### config.mk
export PLATFORM = sky130hd
export DESIGN_NAME = flash_download_frame_receiver
export DESIGN_NICKNAME = d
export VERILOG_FILES = /design/src/hw/rtl/fdfr_pkg.sv /design/src/hw/rtl/fdfr_frame_fsm.sv /design/src/hw/rtl/flash_download_frame_receiver.sv
export SDC_FILE = /design/constraint.sdc
export NUM_CORES = 1
export LEC_CHECK = 0
export BUFFER_PORTS_ARGS = -buffer_cell sky130_fd_sc_hd__buf_2
export CAP_MARGIN = 10
export CORE_ASPECT_RATIO = 1.75
export CORE_MARGIN = 3
export CORE_UTILIZATION = 50
export DETAILED_ROUTE_END_ITERATION = 12
export PLACE_DENSITY = 0.67
export SLEW_MARGIN = 25
export SYNTH_ARGS = -nofsm -noshare
export SYNTH_HDL_FRONTEND = slang
export SYNTH_SLANG_ARGS = --single-unit
export TNS_END_PERCENT = 20
### constraint.sdc
create_clock -name i_clk -period 8.3 [get_ports i_clk]
set_input_delay 0.83 -clock i_clk [delete_from_list [all_inputs] [get_ports i_clk]]
set_output_delay 0.83 -clock i_clk [all_outputs]
set_load 0.05 [all_outputs]
### src/hw/rtl/fdfr_pkg.sv
// ----------------------------------------------------------------------------
// fdfr_pkg
// Shared constants and types for the flash download frame receiver.
// ----------------------------------------------------------------------------
`default_nettype none

package fdfr_pkg;

    // frame constants
    localparam logic [7:0] MAGIC_BYTE  = 8'h69;
    localparam int         CHUNK_BYTES = 4096;
    localparam int         BLOCK_SHIFT = 12;
    localparam int         LEN_W       = 13;
    localparam logic [31:0] BLOCK_STEP = 32'd1 << BLOCK_SHIFT;

    // result kinds
    localparam logic [2:0] KIND_NONE    = 3'd0;
    localparam logic [2:0] KIND_DATA    = 3'd1;
    localparam logic [2:0] KIND_COMMIT  = 3'd2;
    localparam logic [2:0] KIND_DONE    = 3'd3;
    localparam logic [2:0] KIND_LEN_ERR = 3'd4;
    localparam logic [2:0] KIND_SUM_ERR = 3'd5;

    // one result item
    typedef struct packed {
        logic [2:0]       event_kind;
        logic [31:0]      flash_address;
        logic [7:0]       data_value;
        logic [LEN_W-1:0] chunk_bytes;
        logic [31:0]      sum_value;
    } t_result;

endpackage

`default_nettype wire

### src/hw/rtl/fdfr_frame_fsm.sv
// ----------------------------------------------------------------------------
// fdfr_frame_fsm
// Frame parser: session state and the result for one received byte.
// ----------------------------------------------------------------------------
`default_nettype none

module fdfr_frame_fsm (
    input  wire logic             i_clk,
    input  wire logic             i_rst_n,
    input  wire logic             i_fire,
    input  wire logic [7:0]       i_rx_byte,
    output fdfr_pkg::t_result     o_result
);

    localparam logic [2:0] PH_MAGIC  = 3'd0;
    localparam logic [2:0] PH_OFFSET = 3'd1;
    localparam logic [2:0] PH_LENGTH = 3'd2;
    localparam logic [2:0] PH_DATA   = 3'd3;
    localparam logic [2:0] PH_CHECK  = 3'd4;

    logic [2:0]                    r_phase, n_phase;
    logic [fdfr_pkg::LEN_W-1:0]    r_idx, n_idx;
    logic [31:0]                   r_field, n_field;
    logic [31:0]                   r_block_base, n_block_base;
    logic [fdfr_pkg::LEN_W-1:0]    r_cur_len, n_cur_len;
    logic [31:0]                   r_chunk_sum, n_chunk_sum;
    logic [31:0]                   r_session_sum, n_session_sum;
    logic [31:0]                   r_session_len, n_session_len;
    logic                          r_halted, n_halted;

    logic [31:0]                   w_word;
    logic                          w_word_done;
    logic [fdfr_pkg::LEN_W-1:0]    w_idx_inc;
    fdfr_pkg::t_result             w_res;

    // little-endian word assembly, one byte per transfer
    assign w_word      = r_field | ({24'd0, i_rx_byte} << {r_idx[1:0], 3'b000});
    assign w_word_done = (r_idx[1:0] == 2'd3);
    assign w_idx_inc   = r_idx + 1'b1;

    // next state and result
    always_comb begin
        n_phase       = r_phase;
        n_idx         = r_idx;
        n_field       = r_field;
        n_block_base  = r_block_base;
        n_cur_len     = r_cur_len;
        n_chunk_sum   = r_chunk_sum;
        n_session_sum = r_session_sum;
        n_session_len = r_session_len;
        n_halted      = r_halted;
        w_res         = '0;
        w_res.event_kind = fdfr_pkg::KIND_NONE;
        if (!r_halted) begin
            case (r_phase)
                PH_OFFSET: begin
                    n_field = w_word;
                    n_idx   = w_idx_inc;
                    if (w_word_done) begin
                        n_idx        = '0;
                        n_block_base = w_word;
                        n_field      = '0;
                        n_phase      = PH_LENGTH;
                    end
                end
                PH_LENGTH: begin
                    n_field = w_word;
                    n_idx   = w_idx_inc;
                    if (w_word_done) begin
                        n_idx   = '0;
                        n_field = '0;
                        if (w_word > 32'(fdfr_pkg::CHUNK_BYTES)) begin
                            w_res.event_kind = fdfr_pkg::KIND_LEN_ERR;
                            n_halted         = 1'b1;
                        end else if (w_word == 32'd0) begin
                            w_res.event_kind    = fdfr_pkg::KIND_DONE;
                            w_res.flash_address = r_session_len;
                            w_res.sum_value     = r_session_sum;
                            n_phase             = PH_MAGIC;
                        end else begin
                            n_cur_len   = w_word[fdfr_pkg::LEN_W-1:0];
                            n_chunk_sum = '0;
                            n_phase     = PH_DATA;
                        end
                    end
                end
                PH_DATA: begin
                    w_res.event_kind    = fdfr_pkg::KIND_DATA;
                    w_res.flash_address = r_block_base + 32'(r_idx);
                    w_res.data_value    = i_rx_byte;
                    n_chunk_sum         = r_chunk_sum + 32'(i_rx_byte);
                    n_idx               = w_idx_inc;
                    if (w_idx_inc >= r_cur_len) begin
                        n_idx   = '0;
                        n_field = '0;
                        n_phase = PH_CHECK;
                    end
                end
                PH_CHECK: begin
                    n_field = w_word;
                    n_idx   = w_idx_inc;
                    if (w_word_done) begin
                        n_idx   = '0;
                        n_field = '0;
                        if (w_word == r_chunk_sum) begin
                            w_res.event_kind    = fdfr_pkg::KIND_COMMIT;
                            w_res.flash_address = r_block_base;
                            w_res.chunk_bytes   = r_cur_len;
                            n_session_len = r_session_len + 32'(r_cur_len);
                            n_session_sum = r_session_sum + r_chunk_sum;
                            n_block_base  = r_block_base + fdfr_pkg::BLOCK_STEP;
                            n_phase       = PH_LENGTH;
                        end else begin
                            w_res.event_kind = fdfr_pkg::KIND_SUM_ERR;
                            n_halted         = 1'b1;
                        end
                    end
                end
                default: begin
                    // hunting for the magic byte; unused codes land here too
                    n_phase = PH_MAGIC;
                    if (i_rx_byte == fdfr_pkg::MAGIC_BYTE) begin
                        n_session_sum = '0;
                        n_session_len = '0;
                        n_idx         = '0;
                        n_field       = '0;
                        n_phase       = PH_OFFSET;
                    end
                end
            endcase
        end
    end

    assign o_result = w_res;

    // state registers, updated once per transfer
    always_ff @(posedge i_clk) begin
        if (!i_rst_n) begin
            r_phase       <= PH_MAGIC;
            r_idx         <= '0;
            r_field       <= '0;
            r_block_base  <= '0;
            r_cur_len     <= '0;
            r_chunk_sum   <= '0;
            r_session_sum <= '0;
            r_session_len <= '0;
            r_halted      <= 1'b0;
        end else if (i_fire) begin
            r_phase       <= n_phase;
            r_idx         <= n_idx;
            r_field       <= n_field;
            r_block_base  <= n_block_base;
            r_cur_len     <= n_cur_len;
            r_chunk_sum   <= n_chunk_sum;
            r_session_sum <= n_session_sum;
            r_session_len <= n_session_len;
            r_halted      <= n_halted;
        end
    end

    // an error halt holds until reset
    a_halt_sticky: assert property (@(posedge i_clk) disable iff (!i_rst_n)
        r_halted |=> r_halted)
        else $error("halt flag dropped without reset");

    // nothing but empty results once halted
    a_halt_quiet: assert property (@(posedge i_clk) disable iff (!i_rst_n)
        (i_fire && r_halted) |-> (w_res.event_kind == fdfr_pkg::KIND_NONE))
        else $error("result produced while halted");

    // data index stays inside the chunk
    a_data_idx: assert property (@(posedge i_clk) disable iff (!i_rst_n)
        (r_phase == PH_DATA) |-> (r_idx < r_cur_len))
        else $error("data index beyond chunk length");

    // word fields count at most four bytes
    a_word_idx: assert property (@(posedge i_clk) disable iff (!i_rst_n)
        (r_phase == PH_OFFSET || r_phase == PH_LENGTH || r_phase == PH_CHECK)
        |-> (r_idx < 13'd4))
        else $error("word byte index out of range");

endmodule

`default_nettype wire

### src/hw/rtl/flash_download_frame_receiver.sv
// ----------------------------------------------------------------------------
// flash_download_frame_receiver
// Parses a framed flash download byte stream into data, commit and status
// results.
// ----------------------------------------------------------------------------
//  channel  | direction | handshake           | payload
//  ---------+-----------+---------------------+---------------------------------
//  input    | in        | i_valid / o_stall   | i_rx_byte
//  result   | out       | o_valid / i_stall   | o_event_kind, o_flash_address,
//           |           |                     | o_data_value, o_chunk_bytes,
//           |           |                     | o_sum_value
//
//  Every accepted byte gives exactly one result, kind none included.
//  One byte per cycle sustained while i_stall is low; o_valid rises once the
//  input transfer has passed the input register, then the result register.
//  The parser update and result logic sit between those two registers.
//  Reset is synchronous and clears the session state and both valid flags.
//  A stalled result holds; the input register still takes a byte behind it.
// ----------------------------------------------------------------------------
`default_nettype none

module flash_download_frame_receiver (
    input  wire logic                       i_clk,
    input  wire logic                       i_rst_n,
    input  wire logic                       i_valid,
    output      logic                       o_stall,
    input  wire logic [7:0]                 i_rx_byte,
    output      logic                       o_valid,
    input  wire logic                       i_stall,
    output      logic [2:0]                 o_event_kind,
    output      logic [31:0]                o_flash_address,
    output      logic [7:0]                 o_data_value,
    output      logic [fdfr_pkg::LEN_W-1:0] o_chunk_bytes,
    output      logic [31:0]                o_sum_value
);

    logic              r_in_valid;
    logic [7:0]        r_in_byte;
    logic              r_out_valid;
    fdfr_pkg::t_result r_out;
    fdfr_pkg::t_result w_res;
    logic              w_out_adv;
    logic              w_fire;
    logic              w_in_take;

    // pipeline flow control
    assign w_out_adv = !r_out_valid || !i_stall;
    assign w_fire    = r_in_valid && w_out_adv;
    assign o_stall   = r_in_valid && !w_out_adv;
    assign w_in_take = i_valid && !o_stall;

    // input register
    always_ff @(posedge i_clk) begin
        if (!i_rst_n) begin
            r_in_valid <= 1'b0;
        end else if (w_in_take || w_fire) begin
            r_in_valid <= w_in_take;
        end
    end

    always_ff @(posedge i_clk) begin
        if (w_in_take) begin
            r_in_byte <= i_rx_byte;
        end
    end

    // frame parser
    fdfr_frame_fsm u_fsm (
        .i_clk     (i_clk),
        .i_rst_n   (i_rst_n),
        .i_fire    (w_fire),
        .i_rx_byte (r_in_byte),
        .o_result  (w_res)
    );

    // result register
    always_ff @(posedge i_clk) begin
        if (!i_rst_n) begin
            r_out_valid <= 1'b0;
        end else if (w_out_adv) begin
            r_out_valid <= w_fire;
        end
    end

    always_ff @(posedge i_clk) begin
        if (w_fire) begin
            r_out <= w_res;
        end
    end

    assign o_valid         = r_out_valid;
    assign o_event_kind    = r_out.event_kind;
    assign o_flash_address = r_out.flash_address;
    assign o_data_value    = r_out.data_value;
    assign o_chunk_bytes   = r_out.chunk_bytes;
    assign o_sum_value     = r_out.sum_value;

    // a held result is not lost under stall
    a_out_hold: assert property (@(posedge i_clk) disable iff (!i_rst_n)
        (r_out_valid && i_stall) |=> r_out_valid)
        else $error("stalled result dropped");

    // a stalled result keeps its payload
    a_out_stable: assert property (@(posedge i_clk) disable iff (!i_rst_n)
        (r_out_valid && i_stall) |=> $stable(r_out))
        else $error("stalled result payload changed");

    // a parsed byte always lands in the result register
    a_fire_lands: assert property (@(posedge i_clk) disable iff (!i_rst_n)
        w_fire |=> r_out_valid)
        else $error("parsed byte produced no result");

endmodule

`default_nettype wire

Word-level counts from Yosys, hierarchy flattened
Cells that the tools add are included.
- flip-flop bits (word level): 288
- bits of input ports: 12
- word-level logic and storage cells: 121
- output and inout bits: 90
- shifts and indexed selects: 1
- equality and inequality tests: 14
- reductions and logical operators: 26
- magnitude comparators: 2
- bitwise logic cells: 10
- add/subtract/negate cells: 6
- multiplexer cells: 45
- operators by type and width (operator ; number):
    2-to-1 mux 32 bit ; 15
    case mux 32 bit (2 select lines) ; 5
    case mux 35 bit (3 select lines) ; 1
    2-to-1 mux 35 bit ; 2
    adder 32 x 13 -> 32 bit ; 2
    2-to-1 mux 13 bit ; 3
    2-to-1 mux 34 bit ; 1
    adder 32 x 13 -> 32 bit, second input constant ; 1
    adder 32 bit ; 1
    adder 32 x 8 -> 32 bit ; 1
    equality test 32 bit ; 1
    greater-than comparator 32 x 13 -> 1 bit, second input constant ; 1
    zero test 32 bit ; 1
    bitwise OR 32 bit ; 1
    << shifter 8 x 5 -> 32 bit ; 1
    case mux 13 bit (2 select lines) ; 1
    2-to-1 mux 3 bit ; 8
    AND reduction 6 bit ; 4
    adder 13 x 1 -> 13 bit, second input constant ; 1
    >= comparator 13 bit ; 1
    case mux 3 bit (4 select lines) ; 1
    != test 2 x 1 -> 1 bit, second input constant ; 5
    inverter 1 bit ; 9
    equality test 8 x 7 -> 1 bit, second input constant ; 1
    20 further kinds ; 36

Depth between registers and ports, before layout
Gate-level depths: netlist (run 1).
- depth in word-level cells: 7
- mapped depth: 17
- mapped depth without buffers: 12

Modules after synthesis
A second synthesis (run 1) with hierarchy kept.
- cells, all modules: 1991
- area, all modules: 17252.8 um^2
- by module, submodules not included (module ; cells an instance ; seq. area each (um^2) ; area an instance (um^2) ; times used):
    fdfr_frame_fsm ; 1887 ; 3803.6 ; 14286.2 ; 1
    flash_download_frame_receiver ; 104 ; 2922.8 ; 2966.6 ; 1

Worst setup path after synthesis (run 1)
No wires, ideal clock.
- path type: input -> register
- from: input i_stall
- to: register u_fsm.r_session_len[23]
- buffers on the path: 1
- setup slack: 3651 ps
- arrival time: 4578 ps
- data required time: 8228 ps
- stages on the path: 10
- setup time: 72 ps
- cells stage by stage: nand2_1 nand2_1 inv_1 nand2b_1 a21oi_2 o21ai_1 or2_1 buf_6 nor4b_4 mux2i_1
- longest elaborated chain between the ends: 4
- ends and longest elaborated chain (element ; RTL line ; RTL):
    start, declared ; flash_download_frame_receiver.sv:29 ; input wire logic i_stall,
    zero test 1 bit ; flash_download_frame_receiver.sv:47 ; assign w_out_adv = !r_out_valid || !i_stall;
    logical OR 1 bit ; flash_download_frame_receiver.sv:47 ;
    logical AND 1 bit ; flash_download_frame_receiver.sv:48 ; assign w_fire = r_in_valid && w_out_adv;
    net u_fsm.i_fire ; fdfr_frame_fsm.sv:10 ; input wire logic i_fire,
    AND reduction 6 bit (no line) ; - ;
    end signal, assigned ; fdfr_frame_fsm.sv:156 ; r_session_len <= n_session_len;
    end, declared ; fdfr_frame_fsm.sv:28 ; logic [31:0] r_session_len, n_session_len;
The timed path passes the listed nets, and every way through them passes these cells.
A chain may end at the register's enable or synchronous reset.

Worst setup path after layout (run 1)
- from: register u_fsm.r_idx[0] in the netlist's numbering
- to: register u_fsm.r_field[27]
- longest elaborated chain between the ends: 4
- elaborated cells on any way between the ends: 9
- classes of those cells: add/sub: 1; order compare: 1; eq/ne: 2; shift: 1; mux: 2; bitwise: 1; reduce/logical: 1
- ends and longest elaborated chain (element ; RTL line ; RTL):
    start, declared ; fdfr_frame_fsm.sv:22 ; logic [fdfr_pkg::LEN_W-1:0] r_idx, n_idx;
    start signal, assigned ; fdfr_frame_fsm.sv:150 ; r_idx <= n_idx;
    adder 13 x 1 -> 13 bit / << shifter 8 x 5 -> 32 bit (equally long branches) ; fdfr_frame_fsm.sv:39, fdfr_frame_fsm.sv:37 ;
    >= comparator 13 bit / bitwise OR 32 bit (equally long branches) ; fdfr_frame_fsm.sv:93, fdfr_frame_fsm.sv:37 ;
    != test 2 x 1 -> 1 bit (no line) / 2-to-1 mux 32 bit (equally long branches) ; - ;
    AND reduction 4 bit (no line) / case mux 32 bit (2 select lines) (equally long branches) ; - ;
    end signal, assigned ; fdfr_frame_fsm.sv:151 ; r_field <= n_field;
    end, declared ; fdfr_frame_fsm.sv:23 ; logic [31:0] r_field, n_field;
Several ways; a longest one is shown, not always the timed one.

==> run summary, run 1 <==
Outcome - finished clean
GP Congestion - 0.970
Simple-Gate Fraction of Synth Area - 23.1%
Max Fclk - 204 MHz
Final Core Density - 55.9%
CP Data Arrival Time - 5.31 ns
Final setup fails - 0
Internal Power - 0.00223 W
CP Data Required Time - 8.70 ns
Die Wd - 145 µm
Sequential power share - 49.7%
Period utilisation layout - 59.1%
Clk pwr share - 41.4%
Slowest Stage Delay on Critical Path - 0.62 ns
Vias - 15,100
Seq cells post-synth - 288
Critical Path Start Type - flip-flop
Drt pass-1 iters - 6
Buf/Inv on CP - 4
Detail Route Antenna Nets - 0
Port Buf Inserts - 101
Sw frac - 26.3%
Post-Syn Instances - 1,971
Main synth FF type - dfxtp_1
First DRT Iteration DRCs - 991
Number of flops mapped to enable cells by yosys - 96
Synthesized area per cell - 8.55 µm²
Nets - 2,105
Largest net degree at the start of global routing - 82
Adder-cell share of the synthesized area - 6.56%
CTS clk-pin slew, worst paths - 0.07 ns
Largest family of logic cells by synthesized area - simple AND/OR/NAND/NOR gates
Die span in y - 249 µm
CTS Root Cell - clkbuf_16
Cell family with the largest share of critical-path delay - compound AO/OA/AOI/OAI gates
Post-synthesis mux area share - 0.534%
Critical path type - flip-flop to flip-flop
Least-Margin Pin Slew - 0.960 ns
Comb pwr share - 8.9%
Global Route Usage Sum - 27.2%
P per Cell Area - 163 mW/mm²
Vias in the first global route - 15,000
Minimum clock period after layout - 4.91 ns
DP Wirelength - 36,400 µm
Synth Cell Area - 0.0169 mm²
WL per Instance - 20.2 µm
Vias per inst - 6.10
Async SR Flop Fraction - 0%
Sequential share of the synthesized area - 39.9%
Slew Viols, Final - 0
RSZ-0062 raised after global routing - no
Syn nets - 2,069
CORE AREA - 0.0331 mm²
Drt drc - 0
Resized cells post-CTS - 0
CTS Buf Count - 27
IO Count - 102
Crit-path slowest cell - o21ai_1
Synth Area in XOR/XNOR - 5.14%
Initial Util - 50.9%
TritonCTS Sinks - 288
Grt total ovfl - 0
Rows - 88
Setup bufs post-CTS - 0
Number of distinct library cells after synthesis - 83
Switching pwr - 0.000796 W
Latest clock arrival within the worst-skew pair - 0.55 ns
First-pass GRT wire length - 78,900 µm
Share of cells above drive strength 1 - 10.0%
CP max FO - 43
Area delta synth->final - 9.85%
Syn. warnings - 0
Post-synthesis compound-gate area fraction - 20.3%
Leak - 6.86 nW
Final Hold Vio Count - 0
CTS tree - yes
Setup_tns - 0 ns
Filler cell count - 3,113
Clk_skew - 0.0106 ns
Worst slew margin - 36.0%
Max Buffers Root-to-Sink - 3
Max VDD drop - 0.000147 V
Hold Buf Count CTS - 0
Initial antenna violation count - 0
H-tree levels - 1
CP most frequent cell - ha_1
Die area - 0.0360 mm²
WL final - 50,000 µm
Maxcap violations - 0
Worst setup EP type - flip-flop
Antenna cell count - 0
CP Cell Sequence - buf_4, ha_1, clkinv_1, ha_1, inv_1, ha_1, a21oi_1, o21ai_0, a221oi_1, o21ai_1, nand2b_1, buf_4, o21ai_1, nor2_1
Worst min-delay path class - primary input to flip-flop
cells in the mapped netlist (56+ instances only):
cell type / count / area (µm²)
clkbuf_1: 85 / 319
nand3_1: 56 / 280
nor3_1: 58 / 290
nand2_1: 156 / 586
o21ai_0: 71 / 355
a21oi_1: 184 / 921
xnor2_1: 75 / 657
inv_1: 68 / 255
ha_1: 82 / 1030
dfxtp_1: 192 / 3840
nor2_1: 223 / 837
edfxtp_1: 96 / 2880
metrics by stage:
step	setup WS (ns)	area, µm²	std cells	total power (W)	hold slack [ns]
floorplan	3.65	16900	1971	0.00172	0.431
global route	3.07	18500	2477	0.00311	0.444
CTS	3.50	18500	2477	0.00304	0.431
detailed placement	3.50	17600	2428	0.00180	0.443
global placement	3.68	17600	2428	0.00180	0.438
finish	3.39	18500	2477	0.00302	0.452
registers in the layout, indices dropped and copies added (netlist names), 32 cells and up:
| register | cells |
|---|---|
| o_sum_value | 32 |
| u_fsm.r_block_base | 32 |
| u_fsm.r_chunk_sum | 32 |
| o_flash_address | 32 |
| u_fsm.r_session_len | 32 |
| u_fsm.r_session_sum | 32 |
| u_fsm.r_field | 32 |
worst reg2reg max path, cell delays in order (launching register included):
cell	delay [ns]
dfxtp_1	0.53
buf_4	0.41
ha_1	0.35
clkinv_1	0.53
ha_1	0.53
inv_1	0.05
ha_1	0.26
a21oi_1	0.05
o21ai_0	0.17
a221oi_1	0.10
o21ai_1	0.62
nand2b_1	0.11
buf_4	0.29
o21ai_1	0.63
nor2_1	0.13
routing by layer:
| layer | vias to the layer above | track usage [%] | wire length [µm] |
|---|---|---|---|
| li1 | 7242 | - | - |
| met1 | 7202 | 31.1 | 19200 |
| met2 | 511 | 48.8 | 25700 |
| met3 | 156 | 2.96 | 2290 |
| met4 | 0 | 14.3 | 2810 |
| met5 | - | 0 | 0 |
cell type report:
| class | count | area (µm²) | share of cell area (%) |
|---|---|---|---|
| clock buffer | 35 | 746 | 4.03 |
| multi-input combinational | 1497 | 9410 | 50.8 |
| timing repair buffer | 124 | 678 | 3.66 |
| inverter | 69 | 263 | 1.42 |
| tap | 450 | 563 | 3.04 |
| clock inverter | 14 | 128 | 0.689 |
| sequential | 288 | 6730 | 36.3 |
placed cells by master (no fill, tap or decap), types with 27 or more instances in the layout:
cell	count
nor2_1	223
dfxtp_1	192
a21oi_1	184
nand2_1	156
buf_2	101
edfxtp_1	96
ha_1	82
xnor2_1	75
o21ai_0	71
inv_1	66
nor3_1	57
nand3_1	56
or3_1	46
and2_1	44
and3_1	42
a31oi_1	36
a21o_1	35
a211oi_1	31
a22oi_1	30
nor4_1	29
clkbuf_16	27
kinds of logic after synthesis:
group                    after synthesis
buffers and inverters                186
AND/OR/NAND/NOR                      773
multiplexers                           9
adder cells (fa/ha/maj)               86
XOR/XNOR                              99
AO/OA/AOI/OAI                        530
flip-flops                           288
final timing paths:
kind	startpoint	end	slack, ns	cells past startpoint
worst min-delay path	i_rx_byte[4]	r_in_byte[4]	0.45	1
worst max-delay path	u_fsm.r_idx[0]	u_fsm.r_field[27]	3.39	14
worst max register to register	u_fsm.r_idx[0]	u_fsm.r_field[27]	3.39	14
worst min register to register	u_fsm.r_field[29]	u_fsm.r_field[29]	0.46	2
power by group through the flow:
stage               sequential (W)  combinational (W)  clock (W)
finish                     0.00150           0.000269    0.00125
global route               0.00150           0.000285    0.00132
CTS                        0.00150           0.000266    0.00127
detailed placement         0.00153           0.000266          0
global placement           0.00153           0.000263          0
floorplan                  0.00159           0.000132          0
(Power assumes the default switching activity.)
==> run 2: changes to the inputs <==
--- a/config.mk
+++ b/config.mk
@@ -11,7 +11,7 @@
 export CORE_MARGIN = 3
 export CORE_UTILIZATION = 50
 export DETAILED_ROUTE_END_ITERATION = 12
-export PLACE_DENSITY = 0.67
+export PLACE_DENSITY = 0.69
 export SLEW_MARGIN = 25
 export SYNTH_ARGS = -nofsm -noshare
 export SYNTH_HDL_FRONTEND = slang
==> constraint.sdc (replaced) <==
create_clock -name i_clk -period 4.4 [get_ports i_clk]
set_input_delay 0.44 -clock i_clk [delete_from_list [all_inputs] [get_ports i_clk]]
set_output_delay 0.44 -clock i_clk [all_outputs]
set_load 0.05 [all_outputs]
==> run 2 against run 1 <==
Fmax up 23%. First-iteration DRC count up 10%. Critical path depth up 1. Utilization up 0.69 points. Flip-flop and latch count unchanged. Sequential share of layout area down 0.44 points. Final area up 1.2%. Routed wire length up 1.5%. Die area unchanged. Clock power up 110%. Register-to-register slack worse by 3.0 ns. Global-route usage up 0.42 points. Critical path type unchanged.
==> run summary, run 2 (synthesis gave the netlist of run 1 again) <==
Outcome - finished clean
Total Power - 0.00593 W (+96%)
CTS Root Cell - clkbuf_16
Rows - 88 (unchanged)
Least-Margin Pin Slew - 0.970 ns (+0.0103 ns)
Vias - 15,300 (+1.1%)
CP Data Arrival Time - 4.42 ns (-0.89 ns)
Maxcap violations - 0 (unchanged)
CP Cell Sequence - buf_12, ha_1, buf_4, nand2_1, and2_1, or2_2, ha_1, o21a_1, o211a_1, a221oi_1, o21ai_1, nand2b_1, buf_4, o21ai_1, nor2_1
Period utilisation layout - 90.5% (+31 points)
R2R Path End - u_fsm.r_field[21]
First DRT Iteration DRCs - 1,091 (+10%)
Crit-path slowest cell - o21ai_1
GP Congestion - 0.997 (+2.8%)
Critical path type - flip-flop to flip-flop
Worst setup EP type - flip-flop
CP max FO - 43 (unchanged)
Top layer in use - met4
DP Wirelength - 37,200 µm (+2.5%)
Multi-input gate area - 0.00941 mm² (about the same)
Slew Viols, Final - 0 (unchanged)
Port Buf Inserts - 101 (unchanged)
WL final - 50,700 µm (+1.5%)
Most common cell after layout, fill and taps aside - nor2_1
Worst min-delay path class - primary input to flip-flop
Buf/Inv on CP - 3 (-1)
Met3 wire len - 2540 µm (+11%)
Nets - 2,120 (+0.71%)
Hold Crit Endpoint - r_in_byte[4]
Filler cell count - 3,058 (-1.8%)
H-tree levels - 1 (unchanged)
Die area - 0.0360 mm² (unchanged)
Max Buffers Root-to-Sink - 3 (unchanged)
First-pass GRT wire length - 79,900 µm (+1.3%)
TritonCTS Sinks - 288 (unchanged)
Detail Route Antenna Nets - 0 (unchanged)
Setup bufs post-CTS - 0 (unchanged)
RSZ-0062 raised after global routing - no
Final Core Density - 56.6% (+0.69 points)
Max Fclk - 251 MHz (+23%)
CTS tree - yes
Drt pass-1 iters - 6 (unchanged)
Vias in the first global route - 15,100 (+0.74%)
Grt total ovfl - 0 (unchanged)
Leak - 6.97 nW (+1.7%)
M1 WL - 18,700 µm (-2.6%)
Vias per inst - 6.13 (+0.41%)
Resized cells post-CTS - 0 (unchanged)
Antenna cell count - 0 (unchanged)
CTS Buf Count - 28 (+3.7%)
Metal2 WL - 26,300 µm (+2.1%)
Minimum clock period after layout - 3.98 ns (-0.926 ns)
Die span in y - 249 µm (unchanged)
Hold Path Depth - 1 (unchanged)
Crit Reg-Reg Startpoint - u_fsm.r_idx[0]
Area delta synth->final - 11.2%
Largest net degree at the start of global routing - 83 (+1.2%)
Final Hold Vio Count - 0 (unchanged)
Hold path start - i_rx_byte[4]
Global Route Usage Sum - 27.7% (+0.42 points)
IO Count - 102 (unchanged)
Cell family with the largest share of critical-path delay - compound AO/OA/AOI/OAI gates
Slowest Stage Delay on Critical Path - 0.60 ns (-0.02 ns)
Reg2reg path depth - 15 (+1)
Share of cells above drive strength 1 - 10.8% (+0.75 points)
Critical Path Start Type - flip-flop
Latest clock arrival within the worst-skew pair - 0.58 ns (+0.03 ns)
Max VDD drop - 0.000318 V (+120%)
Worst reg2reg setup slack - 0.42 ns (-2.97 ns)
Dpl ws - 0.461 ns (-3.04 ns)
Hold Buf Count CTS - 0 (unchanged)
Drt drc - 0 (unchanged)
Initial Util - 50.9% (unchanged)
CP Data Required Time - 4.84 ns (-3.86 ns)
Register area - 0.00673 mm² (unchanged)
Commonest cells after routing, fill and taps aside - 223 x nor2_1, 192 x dfxtp_1, 184 x a21oi_1, 156 x nand2_1, 101 x buf_2
Worst slew margin - 35.3% (-0.68 points)
Setup ws final - 0.419 ns (-2.97 ns)
Setup_tns - 0 ns (unchanged)
CORE AREA - 0.0331 mm² (unchanged)
Clk_skew - 0.0223 ns (+0.0117 ns)
Die Wd - 145 µm (unchanged)
CTS clk-pin slew, worst paths - 0.07 ns (about the same)
P per Cell Area - 316 mW/mm² (+94%)
Initial antenna violation count - 0 (unchanged)
WL per Instance - 20.3 µm (+0.78%)
Final setup fails - 0 (unchanged)
[run 2: power breakdown]
part,internal [W],leakage [nW],switching [W],total (W)
clock network,0.00150,0.473,0.00108,0.00258
registers,0.00279,2.44,0.0000397,0.00283
logic,0.000108,4.06,0.000409,0.000517
total,0.00440,6.97,0.00153,0.00593
[run 2: worst max-delay path by stage]
stage | start | endpoint | cells after the start
after CTS | u_fsm.r_idx[0] | u_fsm.r_field[21] | 15
final | u_fsm.r_idx[0] | u_fsm.r_field[21] | 15
after global placement | u_fsm.r_idx[0] | u_fsm.r_field[23] | 15
after detailed placement | u_fsm.r_idx[0] | u_fsm.r_field[21] | 15
after global routing | u_fsm.r_idx[0] | u_fsm.r_idx[6] | 12
after floorplan | o_valid | u_fsm.r_session_len[23] | 10
[run 2: through the flow]
stage,hold WS (ns),std cells,instance area (µm²)
after CTS,0.0311,2494,18700
after global placement,0.454,2442,17800
after floorplan,0.431,1971,16900
after detailed placement,0.463,2442,17800
final,0.0485,2494,18700
after global routing,0.0302,2494,18700
[run 2: cell type report]
cell class	instances	area share (%)
clock buffer	41	4.49
clock inverter	11	0.734
inverter	69	1.40
multi-input combinational	1497	50.2
sequential	288	35.9
tap	450	3.00
timing repair buffer	138	4.31
[run 2: layer usage]
metal | vias up | global-route usage, %
li1 | 7294 | -
met1 | 7310 | 30.7
met2 | 504 | 49.2
met3 | 169 | 3.73
met4 | 0 | 16.0
met5 | - | 0
[run 2: worst register-to-register path: stages, from the launching register on]
cell	delay, ns
dfxtp_1	0.45
buf_12	0.23
ha_1	0.18
buf_4	0.17
nand2_1	0.08
and2_1	0.16
or2_2	0.30
ha_1	0.28
o21a_1	0.11
o211a_1	0.14
a221oi_1	0.07
o21ai_1	0.55
nand2b_1	0.11
buf_4	0.29
o21ai_1	0.62
nor2_1	0.12
